## config.mk

```make
export PLATFORM = sky130hd
export DESIGN_NAME = tcw_addr_unit
export DESIGN_NICKNAME = d
export VERILOG_FILES = /design/src/rtl/tcw_pkg.sv /design/src/rtl/tcw_addr_unit.sv
export SDC_FILE = /design/constraint.sdc
export NUM_CORES = 1
export LEC_CHECK = 0
export ABC_AREA = 0
export BUFFER_PORTS_ARGS = -buffer_cell sky130_fd_sc_hd__buf_4
export CAP_MARGIN = 20
export CORE_AREA = 4 4 41 43
export DETAILED_ROUTE_END_ITERATION = 16
export DIE_AREA = 0 0 45 47
export GPL_TIMING_DRIVEN = 0
export PLACE_DENSITY = 0.83
export SYNTH_ARGS = -nofsm -noshare
export SYNTH_HDL_FRONTEND = slang
export SYNTH_SLANG_ARGS = --single-unit
```

## constraint.sdc

```tcl
create_clock -name vclk -period 6.1
set_input_delay 0.61 -clock vclk [all_inputs]
set_output_delay 0.61 -clock vclk [all_outputs]
set_load 0.01 [all_outputs]
```

## src/rtl/tcw_pkg.sv

```systemverilog
package tcw_pkg;

  // Field widths of the request and result ports
  localparam int OP_W   = 2;
  localparam int CHAR_W = 8;
  localparam int ATTR_W = 8;
  localparam int ROW_W  = 5;
  localparam int COL_W  = 7;
  localparam int CELL_W = CHAR_W + ATTR_W;

  // Default screen geometry
  localparam int COLUMNS_DEF = 80;
  localparam int LINES_DEF   = 25;

  // Character codes and reset attribute
  localparam logic [ATTR_W-1:0] ATTR_RESET = 8'hF0;
  localparam logic [CHAR_W-1:0] BLANK_CHAR = 8'h20;
  localparam logic [CHAR_W-1:0] CODE_BS    = 8'h08;
  localparam logic [CHAR_W-1:0] CODE_TAB   = 8'h09;
  localparam logic [CHAR_W-1:0] CODE_LF    = 8'h0A;
  localparam logic [CHAR_W-1:0] CODE_CR    = 8'h0D;

  typedef enum logic [OP_W-1:0] {
    OP_PUT   = 2'd0,
    OP_READ  = 2'd1,
    OP_CLEAR = 2'd2
  } op_t;

  typedef enum logic [2:0] {
    ST_IDLE,
    ST_EXEC,
    ST_RDATA,
    ST_BLANK,
    ST_DONE
  } state_t;

  // Access request from the sequencer to the cell store
  typedef struct packed {
    logic              wr_en;
    logic              rd_en;
    logic [CELL_W-1:0] wr_cell;
  } cell_req_t;

endpackage

```

## src/rtl/tcw_addr_unit.sv

```systemverilog
module tcw_addr_unit #(
  parameter int COLUMNS = tcw_pkg::COLUMNS_DEF,
  parameter int LINES   = tcw_pkg::LINES_DEF,
  parameter int CW      = $clog2(COLUMNS),
  parameter int RW      = $clog2(LINES),
  parameter int AW      = $clog2(COLUMNS * LINES)
) (
  input  logic [RW-1:0] top_row,
  input  logic [RW-1:0] shown_row,
  input  logic [CW-1:0] col,
  output logic [AW-1:0] addr
);
  import tcw_pkg::*;

  localparam logic [RW:0] LINES_X = (RW + 1)'(LINES);

  logic [RW:0]   ring_sum;
  logic [RW:0]   phys_ext;
  logic [RW-1:0] phys_row;

  // Map displayed row onto the ring, then flatten row and column
  always_comb begin
    ring_sum = {1'b0, top_row} + {1'b0, shown_row};
    phys_ext = (ring_sum >= LINES_X) ? ring_sum - LINES_X : ring_sum;
    phys_row = phys_ext[RW-1:0];
    addr     = AW'(phys_row) * AW'(COLUMNS) + AW'(col);
  end

endmodule

```

==> flow_metrics.py <==
metrics = {
    "placement": {
        "dpl_cell_area_um2": 860,
        "post-dp-hpwl_um": 1220,
        "finalWeightedCongestion": 0.733,
        "io_buffers": 24,
    },
    "power_and_ir_drop": {
        "p_int_w": 0.000179,
        "power.density_mw_per_mm2": 403,
        "p_leak_nw": 0.447,
        "p_seq_share_pct": 0,
        "vdd_ir_drop_max_mv": 0.324,
        "comb_power_share_pct": 100.0,
        "sw_frac_of_total_pct": 48.2,
        "p_switching_w": 0.000167,
        "p_clk_share_pct": 0,
    },
    "detailed_routing": {
        "drc": 0,
        "drtPass1Iterations": 4,
        "wl_um": 1370,
        "via_per_inst": 5.65,
        "dr_total_vias": 661,
        "drt_iter0_drc": 8,
        "wire_per_inst_um": 11.7,
        "ant_nets": 0,
    },
    "outcome": {
        "status": "completed",
    },
    "clock_network": {
        "postCtsResizedCells": 0,
        "cts_hold_buf": 0,
        "cts_setup_buffers": 0,
    },
    "floorplan": {
        "core_mm2": 0.00130,
        "initial_utilization_pct": 50.8,
        "die_height_um": 47,
        "pin_count": 28,
        "die_w_um": 45,
        "core.rowCount": 13,
        "dieArea_mm2": 0.00212,
    },
    "worst_setup_path": {
        "crit_arrival_ps": 4970,
        "criticalPathCategory": "in -> out",
        "worstSetupStartpointType": "input port",
        "cpMostUsedCell": "ha_1",
        "cp_data_required_time_ps": 5490,
        "crit_chain": "buf_4 -> ha_1 -> fa_1 -> inv_1 -> ha_1 -> o31a_1 -> a41o_1 -> nor2_2 -> mux2_1 -> ha_1 -> ha_1 -> fa_1 -> nand2_1 -> nor2b_1 -> o21ai_0 -> a221oi_1 -> xnor2_1 -> buf_4",
        "cp-end-kind": "primary output",
        "critPathMaxStageDelay_ps": 540,
        "path_max_fanout": 3,
        "cp_slowest_cell": "fa_1",
    },
    "synth": {
        "syn_inst": 78,
        "ys_warn_count": 0,
        "synth-simple-area-share_pct": 12.3,
        "syn_avg_cell_area_um2": 8.47,
        "synthDistinctLibCells": 30,
        "synthAdderAreaFrac_pct": 39.4,
        "ys_seq_area_share_pct": 0,
        "synth-compound-area-share_pct": 23.9,
        "synthMuxAreaShare_pct": 3.79,
        "synth_xor_xnor_area_share_pct": 13.3,
        "netlist_area_um2": 661,
        "syn_nets": 114,
        "synth_top_family_by_area": "adder cells",
    },
    "timing": {
        "setup_violations": 0,
        "holdWs_ps": 1400,
        "max_clock_freq_ghz": 0.179,
        "period_minus_slack_ps": 5580,
        "rsz0062_at_grt": "no",
        "hold_viol_final": 0,
        "finalSetupTns_ps": 0,
        "slew_viol_final": 0,
        "final.period_utilization_pct": 91.4,
        "maxSlewHeadroom_pct": 60.6,
        "worstMarginPinSlew_ps": 586,
    },
    "global_routing": {
        "grt_usage_pct": 14.3,
        "grt_pass1_vias": 610,
        "grt_overflow": 0,
        "grt_pass1_wl_um": 2390,
        "grt_max_degree": 8,
        "antenna_found_initial": 0,
    },
    "worst_hold_path": {
        "min_path_type": "in -> out",
        "hold_depth": 2,
    },
    "layout": {
        "diodes": 0,
        "areaGrowthSynthToFinish_pct": 30.1,
        "layout_common_cells": "28 x buf_4, 16 x ha_1, 8 x xnor2_1",
        "drive_gt1_share_pct": 30.4,
        "final_nets": 140,
        "postLayoutCellArea_um2": 860,
        "regArea_um2": 0,
        "flops_and_latches": 0,
        "nClkBuffers": 0,
        "layout_commonest_cell": "buf_4",
    },
    "flow_run": {
        "maxCapViolations": 0,
    },
}
[cells in the mapped netlist, drive strengths merged (2+ instances only)]
cell / n / share of area (%)
a211o: 3 / 4.0
a21o: 3 / 3.6
a21oi: 6 / 4.5
buf: 4 / 4.5
fa: 3 / 9.1
ha: 16 / 30
inv: 5 / 2.8
nand2: 3 / 1.7
nor2: 3 / 2.1
nor2b: 3 / 2.8
o21ai: 5 / 3.8
xnor2: 8 / 11
xor2: 2 / 2.7
[path summary, 6_finish.rpt]
kind	endpoint	start
max	addr[10]	top_row[0]
min	addr[1]	col[1]
[worst max-delay path, delay by kind of cell]
family,cells,cell delay (ps)
AO/OA/AOI/OAI,4,1040
multiplexers,1,400
adder cells (fa/ha/maj),6,2030
AND/OR/NAND/NOR,3,390
XOR/XNOR,1,160
buffers and inverters,3,330
[per-layer routing]
metal  GRT usage (%)  vias to the layer above  share of wire, %
li1                -                      334                 -
met1            16.4                      294                36
met2            29.1                       29                54
met3           0.766                        4               8.6
met4            2.34                        0               1.5
met5               0                        -                 0
[final cells by class]
type	instances	area [µm²]
Multi-Input combinational cell	69	612
Tap cell	15	18.8
Inverter	5	18.8
Buffer	4	30.0
Timing Repair Buffer	24	180
Fill cell	119	442
[power by group through the flow]
stage | sequential [W] | clock (W) | combinational (W)
2_1_floorplan | 0 | 0 | 0.000230
3_3_place_gp | 0 | 0 | 0.000340
3_5_place_dp | 0 | 0 | 0.000348
4_1_cts | 0 | 0 | 0.000351
5_1_grt | 0 | 0 | 0.000391
6_report | 0 | 0 | 0.000346
[kinds of logic (layout without fill, tap and decap cells)]
kind of cell,after synthesis,after routing
buf+inv,9,33
simple gates,15,15
mux,2,2
fa+ha+maj,19,19
xor+xnor,10,10
compound gates,23,23
[through the flow]
step	util, %	total power [W]	instances	setup WS, ps
6_report	66.1	0.000346	117	522
5_1_grt	66.1	0.000391	117	258
4_1_cts	66.1	0.000351	117	488
3_5_place_dp	66.1	0.000348	117	523
3_3_place_gp	66.1	0.000340	117	604
2_1_floorplan	-	0.000230	78	1010
(Power assumes the default switching activity.)
