## config.mk

```make
export PLATFORM = sky130hd
export DESIGN_NAME = tcw_seq
export DESIGN_NICKNAME = d
export VERILOG_FILES = /design/src/rtl/tcw_pkg.sv /design/src/rtl/tcw_seq.sv
export SDC_FILE = /design/constraint.sdc
export NUM_CORES = 1
export LEC_CHECK = 0
export BUFFER_PORTS_ARGS = -buffer_cell sky130_fd_sc_hd__buf_2
export CORE_MARGIN = 2
export CORE_UTILIZATION = 50
export DETAILED_ROUTE_END_ITERATION = 6
export HOLD_SLACK_MARGIN = 0.15
export PLACE_DENSITY = 0.77
export SLEW_MARGIN = 20
export SYNTH_ARGS = -nofsm -noshare
export SYNTH_HDL_FRONTEND = slang
export SYNTH_SLANG_ARGS = --single-unit
```

## constraint.sdc

```tcl
create_clock -name clk -period 4.4 [get_ports clk]
set_input_delay 0.88 -clock clk [delete_from_list [all_inputs] [get_ports clk]]
set_output_delay 0.88 -clock clk [all_outputs]
set_load 0.01 [all_outputs]
```

## src/rtl/tcw_pkg.sv

```systemverilog
package tcw_pkg;

  // Field widths of the request and result ports
  localparam int OP_W   = 2;
  localparam int CHAR_W = 8;
  localparam int ATTR_W = 8;
  localparam int ROW_W  = 5;
  localparam int COL_W  = 7;
  localparam int CELL_W = CHAR_W + ATTR_W;

  // Default screen geometry
  localparam int COLUMNS_DEF = 80;
  localparam int LINES_DEF   = 25;

  // Character codes and reset attribute
  localparam logic [ATTR_W-1:0] ATTR_RESET = 8'hF0;
  localparam logic [CHAR_W-1:0] BLANK_CHAR = 8'h20;
  localparam logic [CHAR_W-1:0] CODE_BS    = 8'h08;
  localparam logic [CHAR_W-1:0] CODE_TAB   = 8'h09;
  localparam logic [CHAR_W-1:0] CODE_LF    = 8'h0A;
  localparam logic [CHAR_W-1:0] CODE_CR    = 8'h0D;

  typedef enum logic [OP_W-1:0] {
    OP_PUT   = 2'd0,
    OP_READ  = 2'd1,
    OP_CLEAR = 2'd2
  } op_t;

  typedef enum logic [2:0] {
    ST_IDLE,
    ST_EXEC,
    ST_RDATA,
    ST_BLANK,
    ST_DONE
  } state_t;

  // Access request from the sequencer to the cell store
  typedef struct packed {
    logic              wr_en;
    logic              rd_en;
    logic [CELL_W-1:0] wr_cell;
  } cell_req_t;

endpackage

```

## src/rtl/tcw_seq.sv

```systemverilog
module tcw_seq #(
  parameter int COLUMNS = tcw_pkg::COLUMNS_DEF,
  parameter int LINES   = tcw_pkg::LINES_DEF,
  parameter int CW      = $clog2(COLUMNS),
  parameter int RW      = $clog2(LINES)
) (
  input  logic                       clk,
  input  logic                       rst,
  input  logic                       start,
  input  logic [tcw_pkg::OP_W-1:0]   operation,
  input  logic [tcw_pkg::CHAR_W-1:0] char_code,
  input  logic [tcw_pkg::ROW_W-1:0]  read_row,
  input  logic [tcw_pkg::COL_W-1:0]  read_col,
  output logic                       busy,
  output logic                       done,
  output logic [tcw_pkg::CHAR_W-1:0] cell_char,
  output logic [tcw_pkg::ATTR_W-1:0] cell_attr,
  output logic [tcw_pkg::COL_W-1:0]  cursor_col,
  output logic [tcw_pkg::ROW_W-1:0]  cursor_row,
  input  logic                       cfg_valid,
  output logic                       cfg_ready,
  input  logic [tcw_pkg::ATTR_W-1:0] cfg_data,
  output logic [RW-1:0]              top_row,
  output logic [RW-1:0]              addr_row,
  output logic [CW-1:0]              addr_col,
  output tcw_pkg::cell_req_t         req,
  input  logic [tcw_pkg::CELL_W-1:0] rd_cell
);
  import tcw_pkg::*;

  localparam logic [CW:0]      COL_LIM  = (CW + 1)'(COLUMNS);
  localparam logic [CW-1:0]    COL_LAST = CW'(COLUMNS - 1);
  localparam logic [RW-1:0]    ROW_LAST = RW'(LINES - 1);
  localparam logic [ROW_W:0]   RROW_LIM = (ROW_W + 1)'(LINES);
  localparam logic [COL_W:0]   RCOL_LIM = (COL_W + 1)'(COLUMNS);

  state_t state, state_next;

  op_t               op_q;
  logic [CHAR_W-1:0] ch_q;
  logic [ROW_W-1:0]  rrow_q;
  logic [COL_W-1:0]  rcol_q;
  logic [CW-1:0]     cur_col;
  logic [RW-1:0]     cur_row;
  logic [CW-1:0]     sweep_col;
  logic [RW-1:0]     sweep_row;
  logic              init_pass;
  logic [ATTR_W-1:0] colour;
  logic              rd_hit;
  logic [CHAR_W-1:0] char_q;
  logic [ATTR_W-1:0] attr_q;

  logic [CW:0]       col_ext;
  logic [CW:0]       col_adv;
  logic              row_inc;
  logic              printable;
  logic              scroll;
  logic [CW-1:0]     col_put;
  logic [RW-1:0]     row_put;
  logic              read_hit;
  logic              sweep_last;
  logic [ATTR_W-1:0] blank_attr;

  // Cursor movement for a put-character request
  always_comb begin
    col_ext   = {1'b0, cur_col};
    col_adv   = col_ext;
    row_inc   = 1'b0;
    printable = 1'b0;
    case (ch_q)
      CODE_TAB: col_adv = ((col_ext >> 2) + 1'b1) << 2;
      CODE_CR:  col_adv = '0;
      CODE_LF: begin
        col_adv = '0;
        row_inc = 1'b1;
      end
      CODE_BS: begin
        if (cur_col != '0) begin
          col_adv = col_ext - 1'b1;
        end
      end
      default: begin
        if (ch_q >= BLANK_CHAR) begin
          printable = 1'b1;
          col_adv   = col_ext + 1'b1;
        end
      end
    endcase
    if (col_adv >= COL_LIM) begin
      col_put = '0;
      row_inc = 1'b1;
    end else begin
      col_put = col_adv[CW-1:0];
    end
    scroll  = row_inc && (cur_row == ROW_LAST);
    row_put = (row_inc && !scroll) ? cur_row + 1'b1 : cur_row;
  end

  assign read_hit   = ({1'b0, rrow_q} < RROW_LIM) && ({1'b0, rcol_q} < RCOL_LIM);
  assign sweep_last = (sweep_col == COL_LAST) && (sweep_row == ROW_LAST);
  assign blank_attr = init_pass ? ATTR_RESET : colour;

  // Next state
  always_comb begin
    state_next = state;
    case (state)
      ST_IDLE: begin
        if (start) begin
          state_next = ST_EXEC;
        end
      end
      ST_EXEC: begin
        case (op_q)
          OP_PUT:   state_next = scroll ? ST_BLANK : ST_DONE;
          OP_READ:  state_next = ST_RDATA;
          OP_CLEAR: state_next = ST_BLANK;
          default:  state_next = ST_DONE;
        endcase
      end
      ST_RDATA: state_next = ST_DONE;
      ST_BLANK: begin
        if (sweep_last) begin
          state_next = init_pass ? ST_IDLE : ST_DONE;
        end
      end
      ST_DONE: state_next = ST_IDLE;
      default: state_next = ST_IDLE;
    endcase
  end

  // Outputs: handshake, shared address select and store access
  always_comb begin
    busy        = (state != ST_IDLE);
    done        = (state == ST_DONE);
    req.wr_en   = 1'b0;
    req.rd_en   = 1'b0;
    req.wr_cell = {colour, ch_q};
    addr_row    = cur_row;
    addr_col    = cur_col;
    case (state)
      ST_EXEC: begin
        if (op_q == OP_READ) begin
          addr_row  = rrow_q[RW-1:0];
          addr_col  = rcol_q[CW-1:0];
          req.rd_en = read_hit;
        end else if (op_q == OP_PUT) begin
          req.wr_en = printable;
        end
      end
      ST_BLANK: begin
        addr_row    = sweep_row;
        addr_col    = sweep_col;
        req.wr_en   = 1'b1;
        req.wr_cell = {blank_attr, BLANK_CHAR};
      end
      default: ;
    endcase
  end

  // State, cursor, top row, colour and sweep registers
  always_ff @(posedge clk) begin
    if (rst) begin
      state     <= ST_BLANK;
      init_pass <= 1'b1;
      sweep_row <= '0;
      sweep_col <= '0;
      top_row   <= '0;
      cur_col   <= '0;
      cur_row   <= '0;
      colour    <= ATTR_RESET;
    end else begin
      state <= state_next;
      if (cfg_valid && cfg_ready) begin
        colour <= cfg_data;
      end
      case (state)
        ST_EXEC: begin
          if (op_q == OP_PUT) begin
            cur_col <= col_put;
            cur_row <= row_put;
            if (scroll) begin
              top_row   <= (top_row == ROW_LAST) ? '0 : top_row + 1'b1;
              sweep_row <= ROW_LAST;
              sweep_col <= '0;
            end
          end else if (op_q == OP_CLEAR) begin
            cur_col   <= '0;
            cur_row   <= '0;
            top_row   <= '0;
            sweep_row <= '0;
            sweep_col <= '0;
          end
        end
        ST_BLANK: begin
          if (sweep_col == COL_LAST) begin
            sweep_col <= '0;
            sweep_row <= sweep_row + 1'b1;
          end else begin
            sweep_col <= sweep_col + 1'b1;
          end
          if (sweep_last) begin
            init_pass <= 1'b0;
          end
        end
        default: ;
      endcase
    end
  end

  // Request capture and read result
  always_ff @(posedge clk) begin
    if (state == ST_IDLE && start) begin
      op_q   <= op_t'(operation);
      ch_q   <= char_code;
      rrow_q <= read_row;
      rcol_q <= read_col;
    end
    if (state == ST_EXEC) begin
      rd_hit <= read_hit;
      char_q <= '0;
      attr_q <= '0;
    end
    if (state == ST_RDATA) begin
      char_q <= rd_hit ? rd_cell[CHAR_W-1:0] : '0;
      attr_q <= rd_hit ? rd_cell[CELL_W-1:CHAR_W] : '0;
    end
  end

  // Take a colour write only between requests
  assign cfg_ready  = (state == ST_IDLE) && !start;
  assign cell_char  = char_q;
  assign cell_attr  = attr_q;
  assign cursor_col = COL_W'(cur_col);
  assign cursor_row = ROW_W'(cur_row);

endmodule

```

==> reports/metrics.yaml <==
clock_network:
  clkTransAtPathRegs_ps: 90
  htreeDepth: 3
  cts_tree: "done"
  clock-sinks: 80
  postCtsSetupBuffers: 0
  numCtsBuffers: 9
  root_buffer: "clkbuf_8"
  post_cts_resized: 0
  clockBufferDepth: 2
  clock_latency_ps: 360
  ctsHoldBuffers: 0
critical_path:
  worst_path_most_repeated_cell: "inv_1"
  path_delay_family: "simple AND/OR/NAND/NOR gates"
  critPathMaxFanout: 11
  crit-reg2reg-capture: "top_row[0]"
  end_kind: "output pin"
  reg2regPathDepth: 8
  crit_type: "reg2out"
  r2r-start: "ch_q[7]"
  rrSetupSlack_ps: 1490
  slowest_delay_ps: 620
  crit_buf_inv: 3
  slowest_stage: "nor2_1"
  crit_required_ps: 3520
  crit_chain: "inv_1 > ha_1 > inv_1 > nor2_1 > a22oi_1 > o21ai_0 > buf_2"
  start_kind: "register"
  arrival_ps: 2510
power_and_ir_drop:
  powerDensity_nw_per_um2: 435
  vdd_drop_max_uv: 240
  p_leak_uw: 0.00215
synth:
  synth_compound_area_share_pct: 21.3
  synth_adder_area_share_pct: 4.26
  syn_area_um2: 4410
  synth_area_leaders: "edfxtp_1 27%, dfxtp_1 19%, nand2_1 4.9%, ha_1 4.3%, and2_1 4.1%"
  synth_nets: 541
  async_reset_ff_share_pct: 0
  synth-seq-cells: 80
  avgSynthCellArea_um2: 9.26
  synth_top_family_by_area: "simple AND/OR/NAND/NOR gates"
  yosys.area_share.simple_pct: 23.9
  synth_top_area_share_pct: 26.6
  synthMuxAreaShare_pct: 1.16
  yosys_warnings: 0
  synth.distinct_cells: 66
  synth_edf_count: 39
  yosysTopAreaCell: "edfxtp_1"
  netlist_instances: 476
  synthXorXnorAreaFrac_pct: 0.397
  ys_seq_area_share_pct: 45.2
  ys.flop_type: "dfxtp_1"
floorplan:
  rows: 34
  die_w_um: 97.9
  dieArea_um2: 9590
  die_h_um: 97.9
  ios: 116
  floorplan.initialDensity_pct: 51.1
  core_area_um2: 8640
timing:
  fin_skew_ps: 11.5
  relSlewSlack_pct: 43.4
  hold_viol_final: 0
  holdWs_ps: 459
  min_period_over_period_pct: 76.9
  min_period_ps: 3390
  final_max_slew_viol_count: 0
  rsz0062_at_grt: "no"
  fmax_mhz: 295
  worstMarginPinSlew_ps: 843
  finalSetupViolations: 0
  setup_tns_ps: 0
layout:
  area_delta_synth_final_pct: 19.1
  nets: 644
  final_cells: 692
  fin_area_um2: 5250
  layout-drive-gt1-share_pct: 26.4
  diodes: 0
global_route:
  grt_max_degree: 29
  grt_pass1_vias: 3912
  grt_use_total_pct: 24.7
  overflow: 0
  grt_pass1_wl_um: 19300
  grt_antenna_before_repair: 0
routing:
  drt_iter0_drc: 243
  drc: 0
  wl_per_cell_um: 17.3
  num_vias: 4184
  drtAntennaViolNets: 0
  routed_wl_um: 12000
  drtPass1Iterations: 5
  avgViaCountPerCell: 6.05
status:
  outcome: "completed"
placed_design:
  routabilityCongestion: 1.02
  port_buffers: 115
  dpl_cell_area_um2: 5040
  hpwl_um: 8720
  placed_cells: 676
flow_run:
  drv_cap: 0
worst_hold_path:
  hp-class: "reg2reg"
  holdPathStages: 2
  hold_end: "colour[1]"
  min_from: "colour[1]"
worst min-delay path, cell delays in order, from the launching register on:
cell and delay (ps):
dfxtp_1 310, nand2_1 50, a21oi_1 60
cells by family (layout without fill, tap and decap cells):
kind of cell	after synthesis	count (layout)
simple gates	193	193
compound gates	137	137
flops	80	80
buf+inv	44	152
fa+ha+maj	15	15
mux	5	5
xor+xnor	2	2
layout by cell type (no fill, tap or decap), types with 3 or more instances in the layout:
| master | instances |
|---|---|
| nand2_1 | 58 |
| a41oi_1 | 3 |
| inv_1 | 19 |
| buf_2 | 115 |
| nand4_1 | 3 |
| a311oi_1 | 7 |
| nor3_2 | 3 |
| o21ai_0 | 26 |
| nor2_2 | 3 |
| a22oi_1 | 16 |
| nand2b_1 | 13 |
| edfxtp_1 | 39 |
| o21ai_1 | 5 |
| o211ai_1 | 3 |
| o31a_1 | 3 |
| nand3_1 | 23 |
| o41ai_1 | 3 |
| and2_1 | 29 |
| a31oi_1 | 11 |
| nor3_1 | 6 |
| a21oi_1 | 28 |
| dfxtp_1 | 41 |
| nor2_1 | 21 |
| or3_1 | 4 |
| o31ai_1 | 4 |
| mux2i_1 | 4 |
| nor3b_1 | 4 |
| ha_1 | 15 |
| clkbuf_8 | 9 |
| nor2b_1 | 5 |
| and3_1 | 6 |
flip-flops by register name, summed over array words and instances, names as in the netlist:
| register | flops |
|---|---|
| cell_attr | 8 |
| cell_char | 8 |
| ch_q | 8 |
| colour | 8 |
| cursor_col | 7 |
| cursor_row | 5 |
| init_pass | 1 |
| op_q | 2 |
| rcol_q | 7 |
| rd_hit | 1 |
| rrow_q | 5 |
| state | 3 |
| sweep_col | 7 |
| sweep_row | 5 |
| top_row | 5 |
cell type report:
cell class	instances	area (um^2)
Inverter	20	75.1
Clock inverter	7	80.1
Tap cell	108	135
Sequential cell	80	1990
Timing Repair Buffer	116	583
Clock buffer	9	124
Fill cell	763	3380
Multi-Input combinational cell	352	2260
per-stage QoR:
stage / utilization [%] / worst slack (ps) / power (uW)
floorplan: - / 1850 / 1460
global placement: 58.3 / 1590 / 1700
detailed placement: 58.4 / 1500 / 1730
CTS: 60.8 / 1080 / 2290
global route: 60.8 / 881 / 2410
finish: 60.8 / 1010 / 2290
Yosys cell counts, types with 3 or more instances:
cell type	instances
nand2_1	58
dfxtp_1	41
edfxtp_1	39
and2_1	29
a21oi_1	28
o21ai_0	27
nand3_1	23
nor2_1	23
clkbuf_1	19
inv_1	19
a22oi_1	16
ha_1	15
nand2b_1	13
a31oi_1	11
a311oi_1	7
nor3_1	7
and3_1	6
nor2b_1	5
buf_2	4
mux2i_1	4
nor3b_1	4
o21ai_1	4
o31ai_1	4
or3_1	4
a41oi_1	3
nand4_1	3
o211ai_1	3
o31a_1	3
o41ai_1	3
where the power goes:
part           switching, uW  internal [uW]  total [uW]
sequential              59.9            916         976
combinational            514            233         747
clock                    295            269         564
metal layers:
layer | up-vias | global-route usage (%) | wire, um
met4 | 0 | 8.65 | 287
met5 | - | 0 | 0
li1 | 1969 | - | -
met3 | 30 | 6.94 | 1130
met2 | 241 | 39.9 | 5580
met1 | 1944 | 31.8 | 4950
how the worst max path moves through the flow:
stage	startpoint	endpoint	slack (ps)	cells after the start
final	op_q[1]	addr_row[2]	1010	7
after global routing	op_q[1]	addr_col[4]	880	7
after CTS	op_q[1]	addr_row[2]	1080	7
after detailed placement	op_q[1]	addr_row[2]	1500	7
after global placement	op_q[1]	addr_col[4]	1590	7
after floorplan	cursor_col[3]	cursor_col[2]	1850	11
Power figures use the tool's default switching activity.
